$ cat src/rtl/core/twc_pkg.sv
// ----------------------------------------------------------------------------
// twc_pkg: shared types and constants of the text window cursor engine
// Screen geometry, command and symbol codes, and the structs that run between
// the front end, the back end and the top level.
// ----------------------------------------------------------------------------
package twc_pkg;

   // Screen geometry.
   localparam int ROWS         = 24;
   localparam int MAX_COLS     = 80;
   localparam int TAB_ZONE     = 16;
   localparam int DEFAULT_COLS = 40;

   // Card widths selected by the column switch.
   localparam logic [7:0] COLS_NARROW = 8'd40;
   localparam logic [7:0] COLS_WIDE   = 8'd80;

   // Characters and inverse masks.
   localparam logic [7:0] CHAR_NEWLINE = 8'd10;
   localparam logic [7:0] CHAR_SPACE   = 8'd32;
   localparam logic [7:0] MASK_NORMAL  = 8'hFF;
   localparam logic [7:0] MASK_FLASH   = 8'h7F;
   localparam logic [7:0] MASK_INVERSE = 8'h3F;
   localparam logic [7:0] SCREEN_HIGH  = 8'h80;
   localparam logic [7:0] SPC_LIMIT    = 8'd31;

   // Run buffer: up to RUN_SLOTS runs per command, kind + code + count.
   localparam int RUN_SLOTS = 63;
   localparam int RUN_DEPTH = RUN_SLOTS + 1;
   localparam int RUN_AW    = $clog2(RUN_DEPTH);
   localparam int RUN_W     = 3 + 8 + 7;

   // Command queue between front and back.
   localparam int QUEUE_DEPTH = 2;
   localparam int QUEUE_AW    = $clog2(QUEUE_DEPTH);
   localparam int QUEUE_CW    = $clog2(QUEUE_DEPTH + 1);

   // Configuration register indexes.
   localparam logic CSR_CURSOR_MODE  = 1'b0;
   localparam logic CSR_PRINTER_MODE = 1'b1;

   // Poke targets.
   localparam logic [2:0] POKE_COL    = 3'd0;
   localparam logic [2:0] POKE_ROW    = 3'd1;
   localparam logic [2:0] POKE_LEFT   = 3'd2;
   localparam logic [2:0] POKE_WIDTH  = 3'd3;
   localparam logic [2:0] POKE_TOP    = 3'd4;
   localparam logic [2:0] POKE_BOTTOM = 3'd5;
   localparam logic [2:0] POKE_MASK   = 3'd6;

   // Text mode codes.
   localparam logic [1:0] TM_NORMAL  = 2'd0;
   localparam logic [1:0] TM_FLASH   = 2'd1;
   localparam logic [1:0] TM_INVERSE = 2'd2;

   typedef enum logic [4:0] {
      CMD_PUT      = 5'd0,
      CMD_RAW      = 5'd1,
      CMD_NEWLINE  = 5'd2,
      CMD_COMMA    = 5'd3,
      CMD_SPC      = 5'd4,
      CMD_TAB      = 5'd5,
      CMD_HTAB     = 5'd6,
      CMD_VTAB     = 5'd7,
      CMD_HOME     = 5'd8,
      CMD_EOL      = 5'd9,
      CMD_EOP      = 5'd10,
      CMD_WINTOP   = 5'd11,
      CMD_WINRESET = 5'd12,
      CMD_BOTTOM   = 5'd13,
      CMD_MODE     = 5'd14,
      CMD_COLS     = 5'd15,
      CMD_RESET    = 5'd16,
      CMD_POKE     = 5'd17,
      CMD_NOP      = 5'd18
   } cmd_type;

   typedef enum logic [2:0] {
      SYM_CHAR    = 3'd0,
      SYM_NEWLINE = 3'd1,
      SYM_CLEAR   = 3'd2,
      SYM_CLREOL  = 3'd3,
      SYM_CLREOP  = 3'd4,
      SYM_NONE    = 3'd5
   } sym_type;

   typedef enum logic [2:0] {
      ST_IDLE,
      ST_EXEC,
      ST_FLUSH,
      ST_READ,
      ST_LOAD,
      ST_WAIT,
      ST_FINAL
   } state_type;

   typedef struct packed {
      cmd_type    cmd;
      logic [7:0] value;
      logic [2:0] sel;
   } item_type;

   typedef struct packed {
      logic cursor_mode;
      logic printer_mode;
   } cfg_type;

   typedef struct packed {
      sym_type    symbol_kind;
      logic [7:0] char_code;
      logic [7:0] screen_byte;
      logic [6:0] run_count;
      logic       last;
      logic [7:0] cursor_col;
      logic [7:0] cursor_row;
      logic [1:0] text_mode;
      logic       count_clipped;
   } rsp_type;

endpackage

$ cat src/rtl/core/text_window_cursor_engine_unit.sv
// ----------------------------------------------------------------------------
// text_window_cursor_engine_unit: text window cursor engine, top level
// Keeps a text cursor inside a clamped window and reports the screen symbols
// of each command as run-length words ending with a status word.
// ----------------------------------------------------------------------------
//
//   Channel  Ports                          Direction  Handshake
//   request  req_kind/value/reg_select      in         req_valid / req_ready
//   response rsp_* (nine fields)            out        rsp_valid / rsp_ready
//   control  csr_index, csr_wdata           in         csr_we, no wait
//
// A command passes through intake, one execution step per symbol it sends
// plus a closing step, a flush of the open run, then a read, load and wait
// for each buffered run and a read, final and wait for the status word; the
// waits hold until rsp_ready. The execution sequencer and the single read
// port of the run buffer set this order. Reset is synchronous; the window
// returns to its default and no clearing pass is needed. The command queue
// holds two words, so it takes up to two requests while the response side stalls.
module text_window_cursor_engine_unit (
   input  logic       clock,
   input  logic       reset,
   input  logic       req_valid,
   output logic       req_ready,
   input  logic [4:0] req_kind,
   input  logic [7:0] req_value,
   input  logic [2:0] req_reg_select,
   output logic       rsp_valid,
   input  logic       rsp_ready,
   output logic [2:0] rsp_symbol_kind,
   output logic [7:0] rsp_char_code,
   output logic [7:0] rsp_screen_byte,
   output logic [6:0] rsp_run_count,
   output logic       rsp_last,
   output logic [7:0] rsp_cursor_col,
   output logic [7:0] rsp_cursor_row,
   output logic [1:0] rsp_text_mode,
   output logic       rsp_count_clipped,
   input  logic       csr_we,
   input  logic       csr_index,
   input  logic       csr_wdata
);

   twc_pkg::cfg_type  cfg_ff, cfg_in;
   twc_pkg::item_type q_item;
   twc_pkg::rsp_type  rsp;
   logic              q_valid, q_pop;

   // Control registers.
   always_comb begin
      cfg_in = cfg_ff;
      if (csr_we) begin
         unique case (csr_index)
            twc_pkg::CSR_CURSOR_MODE:  cfg_in.cursor_mode  = csr_wdata;
            twc_pkg::CSR_PRINTER_MODE: cfg_in.printer_mode = csr_wdata;
            default: ;
         endcase
      end
   end

   always_ff @(posedge clock) begin
      if (reset) begin
         cfg_ff <= '0;
      end else begin
         cfg_ff <= cfg_in;
      end
   end

   // Intake and command queue.
   twc_front u_front (
      .clock          (clock),
      .reset          (reset),
      .req_valid      (req_valid),
      .req_ready      (req_ready),
      .req_kind       (req_kind),
      .req_value      (req_value),
      .req_reg_select (req_reg_select),
      .q_valid        (q_valid),
      .q_item         (q_item),
      .q_pop          (q_pop)
   );

   // Execution and playback.
   twc_back u_back (
      .clock     (clock),
      .reset     (reset),
      .cfg       (cfg_ff),
      .q_valid   (q_valid),
      .q_item    (q_item),
      .q_pop     (q_pop),
      .rsp_valid (rsp_valid),
      .rsp_ready (rsp_ready),
      .rsp       (rsp)
   );

   assign rsp_symbol_kind   = rsp.symbol_kind;
   assign rsp_char_code     = rsp.char_code;
   assign rsp_screen_byte   = rsp.screen_byte;
   assign rsp_run_count     = rsp.run_count;
   assign rsp_last          = rsp.last;
   assign rsp_cursor_col    = rsp.cursor_col;
   assign rsp_cursor_row    = rsp.cursor_row;
   assign rsp_text_mode     = rsp.text_mode;
   assign rsp_count_clipped = rsp.count_clipped;

`ifndef SYNTHESIS
   // The status word carries no symbol.
   a_last_is_none: assert property (@(posedge clock) disable iff (reset)
      rsp_valid && rsp_last |-> (rsp_symbol_kind == twc_pkg::SYM_NONE) &&
                                (rsp_run_count == 7'd0))
      else $error("status word carries a symbol");

   // A run word always repeats its symbol at least once.
   a_run_nonzero: assert property (@(posedge clock) disable iff (reset)
      rsp_valid && !rsp_last |-> (rsp_run_count != 7'd0) &&
                                 (rsp_symbol_kind != twc_pkg::SYM_NONE))
      else $error("run word with empty count");

   // No new command is taken while a word is being delivered.
   a_no_pop_in_delivery: assert property (@(posedge clock) disable iff (reset)
      rsp_valid |-> !q_pop)
      else $error("command taken during delivery");
`endif

endmodule

$ cat src/rtl/core/twc_ram.sv
// ----------------------------------------------------------------------------
// twc_ram: generic single-write, single-read RAM
// One write port and one read port with registered read data.
// ----------------------------------------------------------------------------
module twc_ram #(
   parameter int WIDTH = 8,
   parameter int DEPTH = 16
) (
   input  logic                     clock,
   input  logic                     wr_en,
   input  logic [$clog2(DEPTH)-1:0] wr_addr,
   input  logic [WIDTH-1:0]         wr_data,
   input  logic                     rd_en,
   input  logic [$clog2(DEPTH)-1:0] rd_addr,
   output logic [WIDTH-1:0]         rd_data
);

   logic [WIDTH-1:0] mem_ff [DEPTH];

   // Write port.
   always_ff @(posedge clock) begin
      if (wr_en) begin
         mem_ff[wr_addr] <= wr_data;
      end
   end

   // Registered read port.
   always_ff @(posedge clock) begin
      if (rd_en) begin
         rd_data <= mem_ff[rd_addr];
      end
   end

endmodule

$ cat src/rtl/core/twc_front.sv
// ----------------------------------------------------------------------------
// twc_front: command intake and classification
// Takes request words, decodes the kind into a command code and holds the
// commands in a short queue for the back end.
// ----------------------------------------------------------------------------
module twc_front (
   input  logic               clock,
   input  logic               reset,
   input  logic               req_valid,
   output logic               req_ready,
   input  logic [4:0]         req_kind,
   input  logic [7:0]         req_value,
   input  logic [2:0]         req_reg_select,
   output logic               q_valid,
   output twc_pkg::item_type  q_item,
   input  logic               q_pop
);

   twc_pkg::item_type            entry_ff [twc_pkg::QUEUE_DEPTH];
   logic [twc_pkg::QUEUE_AW-1:0] wr_ptr_ff, wr_ptr_in;
   logic [twc_pkg::QUEUE_AW-1:0] rd_ptr_ff, rd_ptr_in;
   logic [twc_pkg::QUEUE_CW-1:0] count_ff, count_in;
   twc_pkg::cmd_type             cmd_dec;
   logic                         push;

   // Kind decoder; unused kinds become a no-op.
   always_comb begin
      unique case (req_kind)
         5'd0:    cmd_dec = twc_pkg::CMD_PUT;
         5'd1:    cmd_dec = twc_pkg::CMD_RAW;
         5'd2:    cmd_dec = twc_pkg::CMD_NEWLINE;
         5'd3:    cmd_dec = twc_pkg::CMD_COMMA;
         5'd4:    cmd_dec = twc_pkg::CMD_SPC;
         5'd5:    cmd_dec = twc_pkg::CMD_TAB;
         5'd6:    cmd_dec = twc_pkg::CMD_HTAB;
         5'd7:    cmd_dec = twc_pkg::CMD_VTAB;
         5'd8:    cmd_dec = twc_pkg::CMD_HOME;
         5'd9:    cmd_dec = twc_pkg::CMD_EOL;
         5'd10:   cmd_dec = twc_pkg::CMD_EOP;
         5'd11:   cmd_dec = twc_pkg::CMD_WINTOP;
         5'd12:   cmd_dec = twc_pkg::CMD_WINRESET;
         5'd13:   cmd_dec = twc_pkg::CMD_BOTTOM;
         5'd14:   cmd_dec = twc_pkg::CMD_MODE;
         5'd15:   cmd_dec = twc_pkg::CMD_COLS;
         5'd16:   cmd_dec = twc_pkg::CMD_RESET;
         5'd17:   cmd_dec = twc_pkg::CMD_POKE;
         default: cmd_dec = twc_pkg::CMD_NOP;
      endcase
   end

   // Queue handshake.
   assign req_ready = (count_ff != twc_pkg::QUEUE_CW'(twc_pkg::QUEUE_DEPTH));
   assign push      = req_valid && req_ready;
   assign q_valid   = (count_ff != '0);
   assign q_item    = entry_ff[rd_ptr_ff];

   // Pointer and fill count update.
   always_comb begin
      wr_ptr_in = wr_ptr_ff;
      rd_ptr_in = rd_ptr_ff;
      count_in  = count_ff;
      if (push) begin
         wr_ptr_in = (wr_ptr_ff == twc_pkg::QUEUE_AW'(twc_pkg::QUEUE_DEPTH - 1)) ?
                     '0 : wr_ptr_ff + 1'b1;
      end
      if (q_pop) begin
         rd_ptr_in = (rd_ptr_ff == twc_pkg::QUEUE_AW'(twc_pkg::QUEUE_DEPTH - 1)) ?
                     '0 : rd_ptr_ff + 1'b1;
      end
      if (push && !q_pop) begin
         count_in = count_ff + 1'b1;
      end else if (!push && q_pop) begin
         count_in = count_ff - 1'b1;
      end
   end

   always_ff @(posedge clock) begin
      if (reset) begin
         wr_ptr_ff <= '0;
         rd_ptr_ff <= '0;
         count_ff  <= '0;
      end else begin
         wr_ptr_ff <= wr_ptr_in;
         rd_ptr_ff <= rd_ptr_in;
         count_ff  <= count_in;
      end
   end

   // Queue storage.
   always_ff @(posedge clock) begin
      if (push) begin
         entry_ff[wr_ptr_ff] <= '{cmd: cmd_dec, value: req_value, sel: req_reg_select};
      end
   end

endmodule

$ cat src/rtl/core/twc_back.sv
// ----------------------------------------------------------------------------
// twc_back: command execution and result playback
// Holds the cursor and window state, steps each command one symbol per cycle
// into a run buffer, then plays the runs and the closing word out.
// ----------------------------------------------------------------------------
module twc_back (
   input  logic              clock,
   input  logic              reset,
   input  twc_pkg::cfg_type  cfg,
   input  logic              q_valid,
   input  twc_pkg::item_type q_item,
   output logic              q_pop,
   output logic              rsp_valid,
   input  logic              rsp_ready,
   output twc_pkg::rsp_type  rsp
);

   twc_pkg::state_type state_ff, state_in;

   // Cursor and window state.
   logic [7:0] col_ff, col_in, row_ff, row_in;
   logic [7:0] left_ff, left_in, width_ff, width_in;
   logic [7:0] top_ff, top_in, bottom_ff, bottom_in;
   logic [7:0] mask_ff, mask_in;
   logic       wide_ff, wide_in;

   // Pending work of the current command.
   logic              em_pend_ff, em_pend_in;
   twc_pkg::sym_type  em_kind_ff, em_kind_in;
   logic [7:0]        em_code_ff, em_code_in;
   logic              nl_pend_ff, nl_pend_in;
   logic [6:0]        cnt_ff, cnt_in;
   logic [7:0]        ch_ff, ch_in;
   logic              vt_ff, vt_in;
   logic [7:0]        vt_val_ff, vt_val_in;
   logic              clipped_ff, clipped_in;

   // Open run and run buffer fill.
   logic              open_valid_ff, open_valid_in;
   twc_pkg::sym_type  open_kind_ff, open_kind_in;
   logic [7:0]        open_code_ff, open_code_in;
   logic [6:0]        open_cnt_ff, open_cnt_in;
   logic [twc_pkg::RUN_AW-1:0] nstored_ff, nstored_in;
   logic [twc_pkg::RUN_AW-1:0] idx_ff, idx_in;

   // Output word.
   twc_pkg::sym_type  out_kind_ff, out_kind_in;
   logic [7:0]        out_code_ff, out_code_in;
   logic [6:0]        out_cnt_ff, out_cnt_in;
   logic              out_last_ff, out_last_in;

   // Effective window.
   logic [7:0] eff_top, eff_bottom, eff_left, eff_width, bot_lim, wid_min, card_width;

   // Step decode.
   logic do_em, do_nl, do_put, do_vt, exec_busy;

   // Emit request and run buffer write.
   logic              e_valid;
   twc_pkg::sym_type  e_kind;
   logic [7:0]        e_code;
   logic              e_drop;
   logic              ram_we;
   logic [twc_pkg::RUN_AW-1:0] ram_waddr;
   logic [twc_pkg::RUN_W-1:0]  ram_wdata, ram_rdata;
   logic              ram_re;

   // Scratch values of the command setup.
   logic [8:0] zone_t;
   logic [7:0] tgt8;
   logic [7:0] vrow;

   // Effective window from the raw registers.
   always_comb begin
      eff_top   = (top_ff < 8'(twc_pkg::ROWS)) ? top_ff : 8'(twc_pkg::ROWS - 1);
      bot_lim   = (bottom_ff > 8'(twc_pkg::ROWS)) ? 8'(twc_pkg::ROWS) : bottom_ff;
      eff_bottom = (bot_lim <= eff_top) ? eff_top + 8'd1 : bot_lim;
      eff_left  = (left_ff < 8'(twc_pkg::MAX_COLS)) ? left_ff : 8'(twc_pkg::MAX_COLS - 1);
      wid_min   = (width_ff == 8'd0) ? 8'd1 : width_ff;
      eff_width = (({1'b0, eff_left} + {1'b0, wid_min}) > 9'(twc_pkg::MAX_COLS)) ?
                  8'(twc_pkg::MAX_COLS) - eff_left : wid_min;
      card_width = wide_ff ? twc_pkg::COLS_WIDE : twc_pkg::COLS_NARROW;
   end

   // One step per cycle: pending clear or raw symbol, pending newline,
   // a character of the put loop, or a downward newline of VTAB.
   always_comb begin
      do_em  = em_pend_ff;
      do_nl  = !em_pend_ff && nl_pend_ff;
      do_put = !em_pend_ff && !nl_pend_ff && (cnt_ff != 7'd0);
      do_vt  = !em_pend_ff && !nl_pend_ff && (cnt_ff == 7'd0) && vt_ff &&
               (({1'b0, row_ff} + 9'd1) < {1'b0, vt_val_ff}) &&
               (({1'b0, row_ff} + 9'd1) < {1'b0, eff_bottom});
      exec_busy = do_em || do_nl || do_put || do_vt;
   end

   // Next state.
   always_comb begin
      state_in = state_ff;
      unique case (state_ff)
         twc_pkg::ST_IDLE:  if (q_valid) state_in = twc_pkg::ST_EXEC;
         twc_pkg::ST_EXEC:  if (!exec_busy) state_in = twc_pkg::ST_FLUSH;
         twc_pkg::ST_FLUSH: state_in = twc_pkg::ST_READ;
         twc_pkg::ST_READ:  state_in = (idx_ff == nstored_ff) ? twc_pkg::ST_FINAL :
                                                                twc_pkg::ST_LOAD;
         twc_pkg::ST_LOAD:  state_in = twc_pkg::ST_WAIT;
         twc_pkg::ST_WAIT: begin
            if (rsp_ready) begin
               state_in = out_last_ff ? twc_pkg::ST_IDLE : twc_pkg::ST_READ;
            end
         end
         twc_pkg::ST_FINAL: state_in = twc_pkg::ST_WAIT;
         default:           state_in = twc_pkg::ST_IDLE;
      endcase
   end

   assign q_pop  = (state_ff == twc_pkg::ST_IDLE) && q_valid;
   assign ram_re = (state_ff == twc_pkg::ST_READ) && (idx_ff != nstored_ff);

   // Printer filter: only newlines and printable characters pass.
   assign e_drop = cfg.printer_mode && (e_kind != twc_pkg::SYM_NEWLINE) &&
                   ((e_kind != twc_pkg::SYM_CHAR) || (e_code < twc_pkg::CHAR_SPACE));

   // Datapath and outputs of each state.
   always_comb begin
      col_in = col_ff;       row_in = row_ff;
      left_in = left_ff;     width_in = width_ff;
      top_in = top_ff;       bottom_in = bottom_ff;
      mask_in = mask_ff;     wide_in = wide_ff;
      em_pend_in = em_pend_ff; em_kind_in = em_kind_ff; em_code_in = em_code_ff;
      nl_pend_in = nl_pend_ff; cnt_in = cnt_ff; ch_in = ch_ff;
      vt_in = vt_ff;         vt_val_in = vt_val_ff;
      clipped_in = clipped_ff;
      open_valid_in = open_valid_ff; open_kind_in = open_kind_ff;
      open_code_in = open_code_ff;   open_cnt_in = open_cnt_ff;
      nstored_in = nstored_ff; idx_in = idx_ff;
      out_kind_in = out_kind_ff; out_code_in = out_code_ff;
      out_cnt_in = out_cnt_ff;   out_last_in = out_last_ff;
      e_valid = 1'b0;
      e_kind  = twc_pkg::SYM_CHAR;
      e_code  = 8'd0;
      ram_we  = 1'b0;
      ram_waddr = nstored_ff;
      ram_wdata = {open_kind_ff, open_code_ff, open_cnt_ff};
      zone_t = 9'(((col_ff / twc_pkg::TAB_ZONE) + 1) * twc_pkg::TAB_ZONE);
      tgt8   = (q_item.value > (eff_width - 8'd1)) ? eff_width - 8'd1 : q_item.value;
      vrow   = (q_item.value == 8'd0) ? 8'd1 :
               (q_item.value > 8'(twc_pkg::ROWS)) ? 8'(twc_pkg::ROWS) : q_item.value;

      unique case (state_ff)
         // Take a command: apply direct state changes and set up its steps.
         twc_pkg::ST_IDLE: begin
            if (q_valid) begin
               em_pend_in = 1'b0;
               nl_pend_in = 1'b0;
               cnt_in = 7'd0;
               vt_in = 1'b0;
               vt_val_in = q_item.value;
               clipped_in = 1'b0;
               open_valid_in = 1'b0;
               nstored_in = '0;
               idx_in = '0;
               ch_in = twc_pkg::CHAR_SPACE;
               em_code_in = 8'd0;
               unique case (q_item.cmd)
                  twc_pkg::CMD_PUT: begin
                     if (q_item.value == twc_pkg::CHAR_NEWLINE) begin
                        nl_pend_in = 1'b1;
                     end else begin
                        cnt_in = 7'd1;
                        ch_in  = q_item.value;
                     end
                  end
                  twc_pkg::CMD_RAW: begin
                     em_pend_in = 1'b1;
                     if (q_item.value == twc_pkg::CHAR_NEWLINE) begin
                        em_kind_in = twc_pkg::SYM_NEWLINE;
                     end else begin
                        em_kind_in = twc_pkg::SYM_CHAR;
                        em_code_in = q_item.value;
                     end
                  end
                  twc_pkg::CMD_NEWLINE: nl_pend_in = 1'b1;
                  twc_pkg::CMD_COMMA: begin
                     if (zone_t >= {1'b0, eff_width}) begin
                        nl_pend_in = 1'b1;
                     end else begin
                        cnt_in = 7'(zone_t - {1'b0, col_ff});
                     end
                  end
                  twc_pkg::CMD_SPC: begin
                     if (q_item.value > twc_pkg::SPC_LIMIT) begin
                        cnt_in = 7'(twc_pkg::SPC_LIMIT);
                        clipped_in = 1'b1;
                     end else begin
                        cnt_in = 7'(q_item.value);
                     end
                  end
                  twc_pkg::CMD_TAB: begin
                     if (tgt8 > col_ff) begin
                        cnt_in = 7'(tgt8 - col_ff);
                     end
                  end
                  twc_pkg::CMD_HTAB: begin
                     col_in = (q_item.value == 8'd0) ? 8'd0 : q_item.value - 8'd1;
                     if (col_in >= eff_width) begin
                        col_in = eff_width - 8'd1;
                     end
                  end
                  twc_pkg::CMD_VTAB: begin
                     if (cfg.cursor_mode) begin
                        row_in = vrow - 8'd1;
                     end else begin
                        vt_in = 1'b1;
                     end
                  end
                  twc_pkg::CMD_HOME: begin
                     col_in = 8'd0;
                     row_in = eff_top;
                     em_pend_in = 1'b1;
                     em_kind_in = twc_pkg::SYM_CLEAR;
                  end
                  twc_pkg::CMD_EOL: begin
                     em_pend_in = 1'b1;
                     em_kind_in = twc_pkg::SYM_CLREOL;
                  end
                  twc_pkg::CMD_EOP: begin
                     em_pend_in = 1'b1;
                     em_kind_in = twc_pkg::SYM_CLREOP;
                  end
                  twc_pkg::CMD_WINTOP: begin
                     top_in = (q_item.value >= 8'(twc_pkg::ROWS)) ?
                              8'(twc_pkg::ROWS - 1) : q_item.value;
                  end
                  twc_pkg::CMD_WINRESET: begin
                     left_in = 8'd0;
                     width_in = card_width;
                     top_in = 8'd0;
                     bottom_in = 8'(twc_pkg::ROWS);
                  end
                  twc_pkg::CMD_BOTTOM: begin
                     if (cfg.cursor_mode) begin
                        row_in = 8'(twc_pkg::ROWS - 1);
                     end
                  end
                  twc_pkg::CMD_MODE: begin
                     mask_in = (q_item.value == 8'd2) ? twc_pkg::MASK_INVERSE :
                               (q_item.value == 8'd1) ? twc_pkg::MASK_FLASH :
                                                        twc_pkg::MASK_NORMAL;
                  end
                  twc_pkg::CMD_COLS: begin
                     if (((q_item.value == twc_pkg::COLS_NARROW) ||
                          (q_item.value == twc_pkg::COLS_WIDE)) &&
                         (q_item.value != card_width)) begin
                        wide_in = (q_item.value == twc_pkg::COLS_WIDE);
                        left_in = 8'd0;
                        width_in = q_item.value;
                        top_in = 8'd0;
                        bottom_in = 8'(twc_pkg::ROWS);
                        col_in = 8'd0;
                        row_in = 8'd0;
                        em_pend_in = 1'b1;
                        em_kind_in = twc_pkg::SYM_CLEAR;
                     end
                  end
                  twc_pkg::CMD_RESET: begin
                     left_in = 8'd0;
                     width_in = card_width;
                     top_in = 8'd0;
                     bottom_in = 8'(twc_pkg::ROWS);
                     col_in = 8'd0;
                     row_in = 8'd0;
                     mask_in = twc_pkg::MASK_NORMAL;
                  end
                  twc_pkg::CMD_POKE: begin
                     case (q_item.sel)
                        twc_pkg::POKE_COL:    col_in = q_item.value;
                        twc_pkg::POKE_ROW:    row_in = q_item.value;
                        twc_pkg::POKE_LEFT:   left_in = q_item.value;
                        twc_pkg::POKE_WIDTH:  width_in = q_item.value;
                        twc_pkg::POKE_TOP:    top_in = q_item.value;
                        twc_pkg::POKE_BOTTOM: bottom_in = q_item.value;
                        twc_pkg::POKE_MASK:   mask_in = q_item.value;
                        default:              ;
                     endcase
                  end
                  default: ;
               endcase
            end
         end

         // Execute one step of the command.
         twc_pkg::ST_EXEC: begin
            if (do_em) begin
               em_pend_in = 1'b0;
               e_valid = 1'b1;
               e_kind  = em_kind_ff;
               e_code  = em_code_ff;
            end else if (do_nl || do_vt) begin
               nl_pend_in = 1'b0;
               e_valid = 1'b1;
               e_kind  = twc_pkg::SYM_NEWLINE;
               col_in  = 8'd0;
               row_in  = (({1'b0, row_ff} + 9'd1) < {1'b0, eff_bottom}) ?
                         row_ff + 8'd1 : eff_bottom - 8'd1;
            end else if (do_put) begin
               e_valid = 1'b1;
               e_kind  = twc_pkg::SYM_CHAR;
               e_code  = ch_ff;
               col_in  = col_ff + 8'd1;
               cnt_in  = cnt_ff - 7'd1;
               if (col_in >= eff_width) begin
                  nl_pend_in = 1'b1;
               end
            end

            // Merge into the open run or, while run slots remain, open a new one.
            if (e_valid && !e_drop) begin
               if (open_valid_ff && (open_kind_ff == e_kind) && (open_code_ff == e_code)) begin
                  open_cnt_in = open_cnt_ff + 7'd1;
               end else if (({1'b0, nstored_ff} + 7'(open_valid_ff)) <
                            7'(twc_pkg::RUN_SLOTS)) begin
                  if (open_valid_ff) begin
                     ram_we = 1'b1;
                     nstored_in = nstored_ff + 1'b1;
                  end
                  open_valid_in = 1'b1;
                  open_kind_in = e_kind;
                  open_code_in = e_code;
                  open_cnt_in = 7'd1;
               end
            end
         end

         // Write the open run to the buffer.
         twc_pkg::ST_FLUSH: begin
            if (open_valid_ff) begin
               ram_we = 1'b1;
               nstored_in = nstored_ff + 1'b1;
               open_valid_in = 1'b0;
            end
         end

         twc_pkg::ST_READ: ;

         // Load a buffered run into the output word.
         twc_pkg::ST_LOAD: begin
            out_kind_in = twc_pkg::sym_type'(ram_rdata[twc_pkg::RUN_W-1 -: 3]);
            out_code_in = ram_rdata[14:7];
            out_cnt_in  = ram_rdata[6:0];
            out_last_in = 1'b0;
            idx_in = idx_ff + 1'b1;
         end

         twc_pkg::ST_WAIT: ;

         // Closing word of the command.
         twc_pkg::ST_FINAL: begin
            out_kind_in = twc_pkg::SYM_NONE;
            out_code_in = 8'd0;
            out_cnt_in  = 7'd0;
            out_last_in = 1'b1;
         end

         default: ;
      endcase
   end

   // Control and architectural state.
   always_ff @(posedge clock) begin
      if (reset) begin
         state_ff <= twc_pkg::ST_IDLE;
         col_ff <= 8'd0;
         row_ff <= 8'd0;
         left_ff <= 8'd0;
         width_ff <= 8'(twc_pkg::DEFAULT_COLS);
         top_ff <= 8'd0;
         bottom_ff <= 8'(twc_pkg::ROWS);
         mask_ff <= twc_pkg::MASK_NORMAL;
         wide_ff <= (twc_pkg::DEFAULT_COLS == 80);
         em_pend_ff <= 1'b0;
         nl_pend_ff <= 1'b0;
         cnt_ff <= 7'd0;
         vt_ff <= 1'b0;
         clipped_ff <= 1'b0;
         open_valid_ff <= 1'b0;
         nstored_ff <= '0;
         idx_ff <= '0;
      end else begin
         state_ff <= state_in;
         col_ff <= col_in;
         row_ff <= row_in;
         left_ff <= left_in;
         width_ff <= width_in;
         top_ff <= top_in;
         bottom_ff <= bottom_in;
         mask_ff <= mask_in;
         wide_ff <= wide_in;
         em_pend_ff <= em_pend_in;
         nl_pend_ff <= nl_pend_in;
         cnt_ff <= cnt_in;
         vt_ff <= vt_in;
         clipped_ff <= clipped_in;
         open_valid_ff <= open_valid_in;
         nstored_ff <= nstored_in;
         idx_ff <= idx_in;
      end
   end

   // Payload registers.
   always_ff @(posedge clock) begin
      em_kind_ff <= em_kind_in;
      em_code_ff <= em_code_in;
      ch_ff <= ch_in;
      vt_val_ff <= vt_val_in;
      open_kind_ff <= open_kind_in;
      open_code_ff <= open_code_in;
      open_cnt_ff <= open_cnt_in;
      out_kind_ff <= out_kind_in;
      out_code_ff <= out_code_in;
      out_cnt_ff <= out_cnt_in;
      out_last_ff <= out_last_in;
   end

   // Run buffer.
   twc_ram #(
      .WIDTH (twc_pkg::RUN_W),
      .DEPTH (twc_pkg::RUN_DEPTH)
   ) u_runs (
      .clock   (clock),
      .wr_en   (ram_we),
      .wr_addr (ram_waddr),
      .wr_data (ram_wdata),
      .rd_en   (ram_re),
      .rd_addr (idx_ff),
      .rd_data (ram_rdata)
   );

   // Result word; cursor fields come from the settled state.
   assign rsp_valid = (state_ff == twc_pkg::ST_WAIT);
   always_comb begin
      rsp.symbol_kind = out_kind_ff;
      rsp.char_code   = (out_kind_ff == twc_pkg::SYM_CHAR) ? out_code_ff : 8'd0;
      rsp.screen_byte = (out_kind_ff == twc_pkg::SYM_CHAR) ?
                        ((out_code_ff | twc_pkg::SCREEN_HIGH) & mask_ff) : 8'd0;
      rsp.run_count   = out_cnt_ff;
      rsp.last        = out_last_ff;
      rsp.cursor_col  = col_ff;
      rsp.cursor_row  = row_ff;
      rsp.text_mode   = mask_ff[7] ? twc_pkg::TM_NORMAL :
                        mask_ff[6] ? twc_pkg::TM_FLASH : twc_pkg::TM_INVERSE;
      rsp.count_clipped = clipped_ff;
   end

endmodule
$ cat config.mk
export PLATFORM = sky130hd
export DESIGN_NAME = text_window_cursor_engine_unit
export DESIGN_NICKNAME = d
export VERILOG_FILES = /design/src/rtl/core/twc_pkg.sv /design/src/rtl/core/text_window_cursor_engine_unit.sv /design/src/rtl/core/twc_ram.sv /design/src/rtl/core/twc_front.sv /design/src/rtl/core/twc_back.sv
export SDC_FILE = /design/constraint.sdc
export NUM_CORES = 2
export LEC_CHECK = 0
export BUFFER_PORTS_ARGS = -buffer_cell sky130_fd_sc_hd__buf_2
export CAP_MARGIN = 20
export CORE_MARGIN = 2
export CORE_UTILIZATION = 53
export CTS_BUF_LIST = sky130_fd_sc_hd__clkbuf_8
export CTS_CLUSTER_DIAMETER = 60
export CTS_CLUSTER_SIZE = 10
export DETAILED_ROUTE_END_ITERATION = 6
export GPL_TIMING_DRIVEN = 1
export PLACE_DENSITY = 0.68
export SYNTH_ARGS = -nofsm -noshare
export SYNTH_HDL_FRONTEND = slang
export SYNTH_SLANG_ARGS = --single-unit
export TNS_END_PERCENT = 30
$ cat constraint.sdc
create_clock -name clock -period 9.2 [get_ports clock]
set_input_delay 0.46 -clock clock [delete_from_list [all_inputs] [get_ports clock]]
set_output_delay 0.46 -clock clock [all_outputs]
set_load 0.1 [all_outputs]
==> out/results.txt <==
Final Hold Vio Count = 0
Area Overhead vs Synth = 10.2%
Placed Cells = 4608
PnR Total Power = 15.5 mW
Final WL = 146 mm
Synth area leader = edfxtp_1
Port bufs = 70
Status = completed
WS Path Type = reg -> reg
Maximum root-to-sink buffer count = 3
Post-synth cell types = 88
RSZ-0062 raised after global routing = false
Die Area = 0.110 sq mm
EDFF count, synth = 1266
Cells after synthesis = 3148
WP buf/inv = 1
Max VDD drop = 170 uV
Multi-input logic area = 0.0165 sq mm
Top post-synthesis cells by area = edfxtp_1, mux4_2, dfxtp_1, ha_1, nor2_1
Pint = 10.5 mW
Dpl cell area = 0.0597 sq mm
Crit path max fanout = 9
GRT overflow = 0
Critical path's most frequent cell = ha_1
Setup TNS = 0 ps
Clock power share = 24.3%
Slew at the pin with the worst max-slew slack = 1100 ps
Post-route antenna net violation count = 0
Synth Area in XOR/XNOR = 1.15%
PwrDens = 247 mW/mm^2
Pre-CTS WS = 151 ps
Placer Congestion = 0.938
Max stage delay cell, worst path = fa_1
First-pass GRT wire length = 212 mm
Required @ worst endpoint = 9930 ps
Synth Register Bits = 1357
Nature of the critical path startpoint = flop
CTS tree = yes
Die height = 332 um
Design Area, Final = 0.0627 sq mm
Number of global-route vias before repair = 31600
Synth top cells by count = edfxtp_1, mux4_2, nor2_1
Core box area = 0.107 sq mm
Routed via count = 31200
Compound-Gate Fraction of Synth Area = 4.02%
Initial DRC count = 3854
Sink Count = 1357
GRT Total Usage = 26.6%
Die X = 332 um
Largest net degree at the start of global routing = 131
Largest registers = u_back.u_runs.mem_ff: 1152 flops, u_front.entry_ff: 32 flops, u_back.u_runs.rd_data: 18 flops
Cell with the most instances after synthesis = edfxtp_1
Gate power share = 26.5%
Final net count = 3500
Synth Area in Adders = 1.92%
Worst-skew pair later-pin latency = 880 ps
Avg Synthesized Cell Area = 18.1 sq um
Clock Skew = 56.4 ps
H-Tree Depth = 4
Vias/cell = 6.40
HP Class = in -> reg
Max reg flops = 1152
Max Cap Viol = 0
Core Rows = 120
Sw frac = 32.1%
Lkg Pwr = 19.9 nW
Synth Area in Simple Gates = 5.16%
# DRC = 0
Most flop-heavy register = u_back.u_runs.mem_ff
Sequential cell area = 0.0399 sq mm
Initial Util = 53.3%
Crit path time final = 8640 ps
Final Setup Violations = 0
# IOs = 71
Final WS setup = 563 ps
CTS clk-pin slew, worst paths = 80 ps
WL per Instance = 29.9 um
Sequential share of the synthesized area = 70.0%
Maximum single-stage delay on the critical path = 430 ps
Clock root buffer = clkbuf_8
Synth warn = 0
Drt pass-1 iters = 5
Initial antenna violation count = 6
Largest delay share family, worst path = compound AO/OA/AOI/OAI gates
Slew Viols, Final = 0
CP arrival = 9370 ps
Fill count = 7803
Synthesized area = 0.0569 sq mm
Flop pwr share = 49.2%
Main combinational cell family by area after synthesis = multiplexers
TritonCTS Buffers = 157
Psw = 4.97 mW
Worst Setup End Kind = flop
Mux share of post-synthesis cell area = 16.2%
Fraction of layout cells with a size suffix above 1 = 25.6%
Async SR Flop Fraction = 0%
Share of the synthesized area in the top cell type = 66.8%
Synth Flop Type = edfxtp_1
Slew headroom = 25.9%
Post-route insts no fill = 4873
Fin crit share = 93.9%
Maximum clock rate = 116 MHz
HPWL Detailed = 90.6 mm
-- path summary, 6_finish.rpt --
kind	start	cells after the start	slack [ps]	endpoint
worst max-delay path	u_back.left_ff[4]	36	560	u_back.cnt_ff[1]
worst min-delay path	rsp_ready	5	100	u_back.state_ff[1]
worst min register to register	u_back.clipped_ff	2	500	u_back.clipped_ff
worst max register to register	u_back.left_ff[4]	36	560	u_back.cnt_ff[1]
-- metrics by stage --
step	utilization (%)	hold slack (ps)
2_1_floorplan	-	441
3_3_place_gp	55.9	466
3_5_place_dp	55.9	475
4_1_cts	58.6	14.2
5_1_grt	58.7	49.3
6_report	58.8	96.1
-- what timing repair did --
item                                    4_1_cts  5_1_grt
setup buffers                                 0        2
gates resized for setup                       0       13
hold buffers                                 23        0
hold endpoints to repair                     36        0
endpoints found under the setup margin        0        7
-- cell type report --
cell class / count / share of cell area [%]
diodes: 4 / 0.0160
clock buffers: 162 / 3.55
clock inverters: 68 / 0.648
inverters: 60 / 0.359
multi-input cells: 1581 / 26.3
flip-flops and latches: 1357 / 63.5
well taps: 1403 / 2.80
repair buffers: 238 / 2.79
-- power groups by stage --
stage,sequential (mW),clock [mW],combinational [mW]
final,7.62,3.76,4.10
after global routing,7.63,4.08,4.38
after global placement,7.75,0,3.92
after floorplan,8.08,0,2.33
after CTS,7.63,3.86,4.03
after detailed placement,7.76,0,4.01
-- placed cells by master (no fill, tap or decap), drive strengths merged, types with 21 or more instances in the layout --
master / n
nand2b: 24
inv: 113
nor2: 229
and2: 37
nand2: 108
a31oi: 21
nand3: 63
dfxtp: 91
nor3: 42
clkbuf: 162
nand4: 21
buf: 215
mux2i: 60
edfxtp: 1266
dlygate4sd3: 23
xnor2: 48
xor2: 27
ha: 81
mux4: 378
o21ai: 81
a21oi: 87
and3: 21
-- layer usage --
layer  wire (um)  track usage, %  vias up  share of wire, %
met2       73000            44.3     1394                50
met1       56500            35.4    16300                39
met3       10500            4.41      289               7.2
li1            -               -    13200                 -
met5          13               0        -            0.0089
met4        5630            10.6        2               3.9
-- logic make-up after synthesis --
family / Yosys count
xor gates and xnor gates: 75
AOI/OAI and AO/OA: 343
other: 2
and+or+nand+nor: 616
buffers and inverters: 218
DFF: 1357
muxes: 449
adders and majority gates: 88
-- tightest hold or removal path, stage by stage --
cell	delay, ps
buf_2	140
nor2_1	120
nor2_1	70
nand2_1	70
nor3_1	50
Note: power is estimated with default switching activity, not from simulation.
